File: src/rtl/core/ptt_ram.sv
// ----------------------------------------------------------------------------
// Generic RAM
// One write port and one read port with registered read data.
// ----------------------------------------------------------------------------
module ptt_ram #(
  parameter int WIDTH = 8,
  parameter int DEPTH = 16,
  localparam int AW = (DEPTH > 1) ? $clog2(DEPTH) : 1
) (
  input  logic             clk,
  input  logic             we,
  input  logic [AW-1:0]    waddr,
  input  logic [WIDTH-1:0] wdata,
  input  logic             re,
  input  logic [AW-1:0]    raddr,
  output logic [WIDTH-1:0] rdata
);

  logic [WIDTH-1:0] mem [DEPTH];

  always_ff @(posedge clk) begin
    if (we) begin
      mem[waddr] <= wdata;
    end
    if (re) begin
      rdata <= mem[raddr];
    end
  end

endmodule

File: config.mk
export PLATFORM = sky130hd
export DESIGN_NAME = ptt_ram
export DESIGN_NICKNAME = d
export VERILOG_FILES = /design/src/rtl/core/ptt_ram.sv
export SDC_FILE = /design/constraint.sdc
export NUM_CORES = 1
export LEC_CHECK = 0
export BUFFER_PORTS_ARGS = -buffer_cell sky130_fd_sc_hd__buf_2
export CORE_ASPECT_RATIO = 1.5
export CORE_MARGIN = 10
export CORE_UTILIZATION = 41
export CTS_BUF_LIST = sky130_fd_sc_hd__clkbuf_4 sky130_fd_sc_hd__clkbuf_8 sky130_fd_sc_hd__clkbuf_16
export DETAILED_ROUTE_END_ITERATION = 6
export SYNTH_ARGS = -nofsm -noshare
export SYNTH_HDL_FRONTEND = slang
export SYNTH_SLANG_ARGS = --single-unit
File: constraint.sdc
create_clock -name clk -period 2.2 [get_ports clk]
set_input_delay 0.22 -clock clk [delete_from_list [all_inputs] [get_ports clk]]
set_output_delay 0.22 -clock clk [all_outputs]
set_load 0.01 [all_outputs]
Word-level counts from Yosys, hierarchy flattened
Memories as Yosys holds them, arrays and structs flattened. A register that Yosys moved wholly into a read port is not among the register bits.
Cells that the tools add are included.
{"block": "word_totals", "ff_bits": 0, "mem_bits_rw": 128, "out_inout_bits": 8, "wordCells": 3, "memories": 1}
{"block": "classes", "muxes": 2}
{"memory": "mem", "words": 16, "word_bits": 8, "rd": 1, "rd_ports_with_merged_regs": 1, "write_ports": 1, "line_no": "19", "text": "logic [WIDTH-1:0] mem [DEPTH];"}
{"operator": "2-to-1 mux 1 bit", "n": 2}

Longest topological paths before layout
{"block": "depth", "ltp_word": 2, "mapped_depth": 5}

Worst setup path after synthesis
Ideal clock, no wire load.
{"block": "synth_timing", "path_kind": "input to register", "start": "in waddr[2]", "end": "mem mem[0][0], enable pin", "setup_time_ps": 383, "arrival_ps": 1330, "slack_ps": 487, "path_stages": 2, "cell_sequence": "or3b_2 > nor3_1"}
{"item": "from (decl)", "line_no": "12", "text": "input logic [AW-1:0] waddr,"}
{"item": "to (decl)", "line_no": "19"}
No word-level cell before the write port.

==> metrics.txt <==
crit path max fanout=1; Initial Utilization=0.418; placed cell areas=0.00568 mm2; critical register-to-register path startpoint=mem[2][0]; fmax=around 670 MHz; yosys warns=0; TNS Setup=0 ps; Setup crit end=rdata[0]; Pre-antenna DRT Iters=4; dpl ws=roughly 410 ps; CP startpoint=mem[2][0]; Initial DRC Count=~170; static leakage=roughly 2.1 nW; Final Cycle Share=0.679; sequential area share after synthesis=0.781; worst-case clock buffer depth=2; final hold slack=approximately 180 ps; max-cap violations=0; flop2flop setup slack=around 710 ps; Critical Path Source Type=register; final setup fails=0; final hold vios=0; total grt overflow=0; Max VDD drop=about 0.57 mV; RSZ-0062 raised after global routing=no; aggregate routed wire length=just over 10 mm; reg2reg path depth=3; # fillers=a little over 1000; Yosys top cell area share=0.781; Synth top cells by count=edfxtp_1 (136), mux4_2 (18), a22oi_1 (16); Synth async-reset ratio=0; number of setup buffers added after CTS=0; Post-Syn Area=0.00523 mm2; CTS sink cnt=136; final core occ=0.503; Design Area, Final=around 0.0063 mm2; routed vias/inst=between 5 and 6; Core Footprint=0.0125 mm2; Worst-Margin Slew=approximately 710 ps; DRC Markers=0; RD Place Congestion=between 0.7 and 0.8; cell type with the largest total area after synthesis=edfxtp_1; CP max stage delay=530 ps; relative slew slack=0.523; clk_lat worst skew=410 ps; crit path time final=1490 ps; antenna violations before repair=0; Multi-input gate area=about 0.0011 mm2; diode count=0; H-tree Lvls=4; status=completed; Die Span Y=between 150 and 200 um; worst path required time=around 2400 ps; half-perimeter wire length after placement=about 7 mm; hold crit path type=input port to register; number of flops mapped to enable cells by yosys=roughly 140; DIE AREA=roughly 0.018 mm2; Routed Antenna Nets=0; Area growth, synth to finish=20.5%; fin. max-slew vios=0; Final nets=307; first-pass GRT wire length=15.8 mm; Num CTS Buffers=17; Yosys reg bits=136; Tot GR Track Use=0.121; Arr. time, crit path=roughly 1700 ps; CTS clk-pin slew, worst paths=~50 ps; via count=about 2500; CTS-repair resized insts=0; post-route setup slack=just over 700 ps; pin count of the biggest net entering global routing=25; Avg Cell Area, Syn=22.8 um2; synth unique cells=18; vias in the first global route=around 2700; Levels on crit path=3; Root Buffer=clkbuf_16; critical setup path kind=register to register; worst-case clock skew=approximately 10 ps; Syn Nets=~250; critical path capture point type=register; Die Span X=around 110 um; CTS Hold Buffers Added=0; Power Dens Cells=a little under 1000 mW/mm2; slowest CP cell=mux4_1; ys flop type=edfxtp_1; IO Count=27; r2r endpoint=rdata[0]; Port Buffer Count=26; CTS tree=yes; Cell Chain, Critical Path=mux4_1 > a22oi_1 > nand2_1; wire per inst=between 20 and 25 um; most numerous cell in the Yosys netlist=edfxtp_1; Largest delay share family, worst path=multiplexers; layout cell share with drive strength beyond 1=0.327; worst path bufs/invs=0; Post-Synthesis Cells=between 200 and 250; largest cells by area after synthesis=edfxtp_1 (78%), mux4_2 (7.8%), mux4_1 (7.0%); Rows=50; flip-flop and latch area=between 0.004 and 0.005 mm2
## flip-flops by register name (all words and copies together), names as in the netlist
name   count
mem      128
rdata      8
## cell families after synthesis
group	synth area share
compound gates	0.0230
simple gates	0.0314
flops	0.781
buf+inv	0.0165
mux	0.148
## metrics by stage
step                      total power, mW  instances
after global placement               3.27        425
after CTS                            6.17        456
after global routing                 6.31        456
after floorplan                      3.14        229
final                                6.12        456
after detailed placement             3.27        425
## layout by cell type (no fill, tap or decap)
master / instances
a22oi_1: 16
and2_1: 1
and2b_1: 1
buf_12: 3
buf_2: 26
buf_4: 21
bufinv_16: 4
clkbuf_16: 17
clkbuf_4: 2
clkinv_1: 2
clkinv_2: 1
clkinv_4: 1
clkinvlp_4: 2
edfxtp_1: 136
inv_6: 2
mux4_1: 14
mux4_2: 18
nand2_1: 9
nand2b_1: 2
nand3_1: 1
nand3b_1: 2
nor2_1: 13
nor2b_1: 1
nor3_1: 4
or3b_2: 1
## cell type report
cell class / instances / area share
Timing Repair Buffer: 50 / 0.0552
Sequential cell: 136 / 0.648
Clock buffer: 19 / 0.0699
Tap cell: 156 / 0.0310
Clock inverter: 12 / 0.0276
Multi-Input combinational cell: 83 / 0.168
## where the power goes
part	total (mW)	switching, mW	internal, mW
sequential	2.94	0.0156	2.92
combinational	0.276	0.157	0.119
clock	2.90	0.993	1.91
total	6.12	1.17	4.95
## worst min-delay path by stage
| stage | from | endpoint | slack, ps | cells past startpoint |
|---|---|---|---|---|
| after detailed placement | re | rdata[3] | 600 | 1 |
| after floorplan | wdata[0] | mem[0][0] | 320 | 0 |
| final | wdata[5] | mem[6][5] | 180 | 1 |
| after global routing | re | rdata[3] | 180 | 1 |
| after global placement | wdata[5] | mem[7][5] | 590 | 1 |
| after CTS | re | rdata[2] | 170 | 1 |
## per-layer routing
metal,global-route usage,wire length [um],up-vias
li1,-,-,1097
met1,0.140,4320,1308
met5,0,0,-
met3,0.0384,423,4
met2,0.206,5520,69
met4,0.0424,71,0
Note: power is estimated with default switching activity, not from simulation.
