==> src/rtl/core/ptt_pkg.sv <==
// ----------------------------------------------------------------------------
// Page range translation table package
// Sizes, request codes and shared types for the translation table core.
// ----------------------------------------------------------------------------
package ptt_pkg;

  localparam int MAX_ENTRIES       = 1024;
  localparam int DEVICE_PAGE_SHIFT = 16;
  localparam int HOST_PAGE_SHIFT   = 12;

  localparam int IDX_W   = $clog2(MAX_ENTRIES);
  localparam int CNT_W   = $clog2(MAX_ENTRIES + 1);
  localparam int ADDR_W  = 64;
  localparam int WORD_W  = 2 * ADDR_W;
  localparam int EIDX_W  = 10;
  localparam int REQ_W   = 2;
  localparam int IN_W    = 2 * ADDR_W;
  localparam int OUT_W   = 208;

  localparam logic [ADDR_W-1:0] HOST_MASK =
    ~((ADDR_W'(1) << HOST_PAGE_SHIFT) - ADDR_W'(1));

  localparam logic [REQ_W-1:0] REQ_LOOKUP = 2'd0;
  localparam logic [REQ_W-1:0] REQ_INSERT = 2'd1;
  localparam logic [REQ_W-1:0] REQ_CLEAR  = 2'd2;

  typedef logic [IDX_W-1:0]  idx_t;
  typedef logic [CNT_W-1:0]  cnt_t;
  typedef logic [ADDR_W-1:0] addr_t;

  typedef struct packed {
    logic lt;
    logic in_range;
  } cmp_res_t;

endpackage

==> src/rtl/core/ptt_cmp.sv <==
// ----------------------------------------------------------------------------
// Shared address compare unit
// Subtracts a page start from the request address and classifies the result.
// ----------------------------------------------------------------------------
module ptt_cmp (
  input  ptt_pkg::addr_t    addr,
  input  ptt_pkg::addr_t    start,
  output ptt_pkg::addr_t    diff,
  output ptt_pkg::cmp_res_t res
);
  import ptt_pkg::*;

  assign diff         = addr - start;
  assign res.lt       = addr < start;
  assign res.in_range = !res.lt && (diff[ADDR_W-1:DEVICE_PAGE_SHIFT] == '0);

endmodule
==> config.mk <==
export PLATFORM = sky130hd
export DESIGN_NAME = ptt_cmp
export DESIGN_NICKNAME = d
export VERILOG_FILES = /design/src/rtl/core/ptt_pkg.sv /design/src/rtl/core/ptt_cmp.sv
export SDC_FILE = /design/constraint.sdc
export NUM_CORES = 1
export LEC_CHECK = 0
export ABC_AREA = 1
export ABC_CLOCK_PERIOD_IN_PS = 2130
export BUFFER_PORTS_ARGS = -buffer_cell sky130_fd_sc_hd__buf_2
export CORE_MARGIN = 4
export CORE_UTILIZATION = 50
export DETAILED_ROUTE_END_ITERATION = 8
export PLACE_DENSITY = 0.86
export SYNTH_ARGS = -nofsm -noshare
export SYNTH_HDL_FRONTEND = slang
export SYNTH_SLANG_ARGS = --single-unit
==> constraint.sdc <==
create_clock -name vclk -period 2.13
set_input_delay 0.213 -clock vclk [all_inputs]
set_output_delay 0.213 -clock vclk [all_outputs]
set_load 0.05 [all_outputs]
==> run summary, run 1 <==
Status - stopped before the end
Exit stage - 4_1_cts
Err - [ERROR DPL-0033] detailed placement checks failed during check placement.
Synth cell types - 31
Post_cts resized - 523
Placed insts - 1,918
Starting Density - 51.4%
# IOs - 194
Sequential element share of the synthesized area - 0%
GPL Wtd Cong - 1.07
Syn avg cell area - 4.68 sq um
Mapped Area - 0.00620 sq mm
Yosys warns - 0
Synth Instances - 1,325
Row count - 40
Die height - 119 um
Mapped Nets - 1,518
Area after DPL - 0.00971 sq mm
Die X - 119 um
Post-CTS Setup Bufs - 41
Hold_buf cts - 0
I/O Buffers - 194
DP HPWL - 25.2 mm
Dpl ws - -0.965 ns
synth_stat cells, drive strengths merged:
cell type | n | share of area (%)
nand4 | 9 | 0.91
ha | 64 | 13
nand3 | 74 | 6.5
o211ai | 1 | 0.12
fa | 1 | 0.32
a211oi | 1 | 0.12
and2 | 1 | 0.10
a21oi | 71 | 5.9
nor3 | 15 | 1.5
and3 | 1 | 0.10
xnor2 | 3 | 0.42
xor2 | 14 | 2.0
a21o | 1 | 0.12
inv | 339 | 21
nand2 | 531 | 33
o21ai | 20 | 1.6
nor2 | 149 | 10
clkinv | 2 | 0.12
nand3b | 15 | 1.8
o31ai | 1 | 0.12
o21bai | 11 | 1.3
o21a | 1 | 0.12
logic make-up after synthesis:
kind of cell	Yosys count	share of synthesized area, %
AND/OR/NAND/NOR	795	54.3
XOR/XNOR	17	2.40
AO/OA/AOI/OAI	107	9.41
adder cells (fa/ha/maj)	65	13.2
buffers and inverters	341	20.7
through the flow:
stage          util [%]  setup TNS, ns
3_5_place_dp       80.5         -13.86
3_3_place_gp       80.5         -12.25
2_1_floorplan         -         -0.244
==> run 2, diff against run 1 <==
ABC_CLOCK_PERIOD_IN_PS = 2800   (was 2130)
CORE_UTILIZATION = 40   (was 50)
PLACE_DENSITY = default   (was 0.86)
PLACE_DENSITY_LB_ADDON = 0.15   (was default)
clock period = 2.8 ns   (was 2.13 ns; I/O delays follow)
==> run 2 against run 1 <==
- the flow now finishes, with violations (negative setup slack)
- synthesized cell count did not move
- synthesized area unchanged
==> run summary, run 2 <==
I/O Buffers - 194
Sequential element share of the synthesized area - 0%
Placed insts - 1,963
Final Non-Filler Cells - 2,023
Yosys warns - 0
WP data arrival - 2.77 ns
Fillers - 1,017
Tot GR Track Use - 35.0%
Area of the multi-input gates - 0.00725 sq mm
Synth top area cells - nand2_1 31%, inv_1 20%, ha_1 13%
Most instantiated cells after synthesis - 507 x nand2_1, 324 x inv_1, 127 x nor2_1
Worst EP required - 2.52 ns
Max_cap viols - 0
Grt ovf - 0
Nets - 2,030
Largest net degree at the start of global routing - 7
Synth cell types - 31
Tightest Hold Check Type - input port to primary output
Synth Instances - 1,325
Worst vdd ir - 265 uV
Setup violators final - 4
Leak pwr - 6.89 nW
Top Family by Delay on Critical Path - simple AND/OR/NAND/NOR gates
CORE AREA - 0.0152 sq mm
Row count - 45
Die X - 132 um
Min Tclk post-route - 3.05 ns
Vias per inst - 5.50
Pwr Density - 313 mW/mm^2
Dpl ws - -0.717 ns
Crit-path slowest cell - ha_4
Final worst-path cycle share - 109%
Antenna cells - 0
DP HPWL - 24.6 mm
Max Freq - 327 MHz
Synthesis-to-finish area growth - 98.3%
Startpoint Class - input port
Slew Limit Fails - 0
Status - finished, violations left
Die area - 0.0175 sq mm
RSZ-0062 raised after global routing - true
Top-count cell post-synth - nand2_1
Mapped Area - 0.00620 sq mm
Fin worst setup slack - -0.253 ns
Total power - 3.85 mW
Mapped Nets - 1,518
CP Max Fanout - 4
First-pass DRT Iterations - 8
Violated checks - negative setup slack
Initial antenna violation count - 0
Synth top area share - 30.7%
# IOs - 194
Final WL - 38.1 mm
Final Hold Fails - 0
Buf+Inv Stages, Crit Path - 7
Starting Density - 40.8%
Syn avg cell area - 4.68 sq um
Vias in the first global route - 10,200
Share of layout cells above drive strength 1 - 55.4%
Via count - 11,100
GPL Wtd Cong - 1.01
Cell mode on critical path - nand2_2
First-pass GRT wire length - 50.1 mm
Slowest cell delay on critical path - 0.24 ns
Register area - 0 sq um
DRC violations left - 0
Most common cell after layout, fill and taps aside - nand2_1
Final core occ - 80.8%
Post-route design area - 0.0123 sq mm
Die height - 132 um
Slew at the pin with the worst max-slew slack - 0.415 ns
CP Class - input port to primary output
CP endpoint kind - primary output
Cell taking the most area after synthesis - nand2_1
Crit-path cells - buf_2, inv_1, ha_4, nand2_2, inv_2, nand2_1, nand2_1, buf_4, inv_1, nand2_1, inv_2, nand2_2, nand2_2, nand2_2, nand2_2, nand2_2, nor2_4, nand2_2, nor2_4, nand3_4, nor2_4, nand2_2, nor2_4, buf_6
ANT nets after route - 0
DR WL/cell - 18.8 um
Drt initial violations - 1,169
Commonest cells after routing, fill and taps aside - 314 x nand2_1, 299 x buf_4, 276 x inv_1
Area after DPL - 0.00934 sq mm
Layout clock buffers - 0
Final sequential cell count - 0
Relative slew slack - 72.3%
Hold_buf cts - 0
## run 2: cell counts after synthesis
No cell type changed its count.
## run 2: per-stage QoR
step	TNS, ns	hold WS, ns
floorplan	0	0.841
detailed placement	-1.54	0.978
global placement	-1.26	0.971
CTS	-0.0381	0.973
finish	-0.462	0.998
global route	-1.59	0.998
## run 2: routing by layer
| layer | track usage (%) | up-vias | part of all wire [%] |
|---|---|---|---|
| met5 | 0 | - | 0 |
| li1 | - | 5001 | - |
| met3 | 6.24 | 254 | 10 |
| met2 | 58.3 | 851 | 45 |
| met1 | 45.2 | 5011 | 38 |
| met4 | 13.2 | 0 | 6.6 |
## run 2: path summary, 6_finish.rpt
check | startpoint | slack, ns | endpoint | depth (start not counted)
hold / removal | start[0] | 1.0 | diff[0] | 4
setup / recovery | start[12] | -0.25 | res[0] | 24
## run 2: kinds of logic (layout without fill, tap and decap cells)
kind of cell | count (synthesis) | in the layout | share of synthesized area [%]
adder cells (fa/ha/maj) | 65 | 65 | 13.2
AND/OR/NAND/NOR | 795 | 795 | 54.3
AO/OA/AOI/OAI | 107 | 107 | 9.41
XOR/XNOR | 17 | 17 | 2.40
buffers and inverters | 341 | 851 | 20.7
## run 2: timing repair
action                     4_1_cts  5_1_grt
pin swaps                      124      112
gates resized for setup        393      228
buffers inserted                38       23
setup endpoints to repair        9       16
## run 2: cell type report
type,instances,share of cell area [%]
inverters,341,10.5
multi-input cells,984,59.0
well taps,188,1.91
repair buffers,510,28.6
## run 2: worst min-delay path: stages
cell,delay (ns)
buf_6,0.08
ha_4,0.12
inv_1,0.04
buf_2,0.20
## run 2: where the power goes
part / switching, mW / total, mW / leakage (nW) / internal [mW]
Combinational: 2.38 / 3.85 / 6.89 / 1.47
Sequential: 0 / 0 / 0 / 0
Clock: 0 / 0 / 0 / 0
Total: 2.38 / 3.85 / 6.89 / 1.47
No activity file was read; power rests on OpenSTA's default activity.
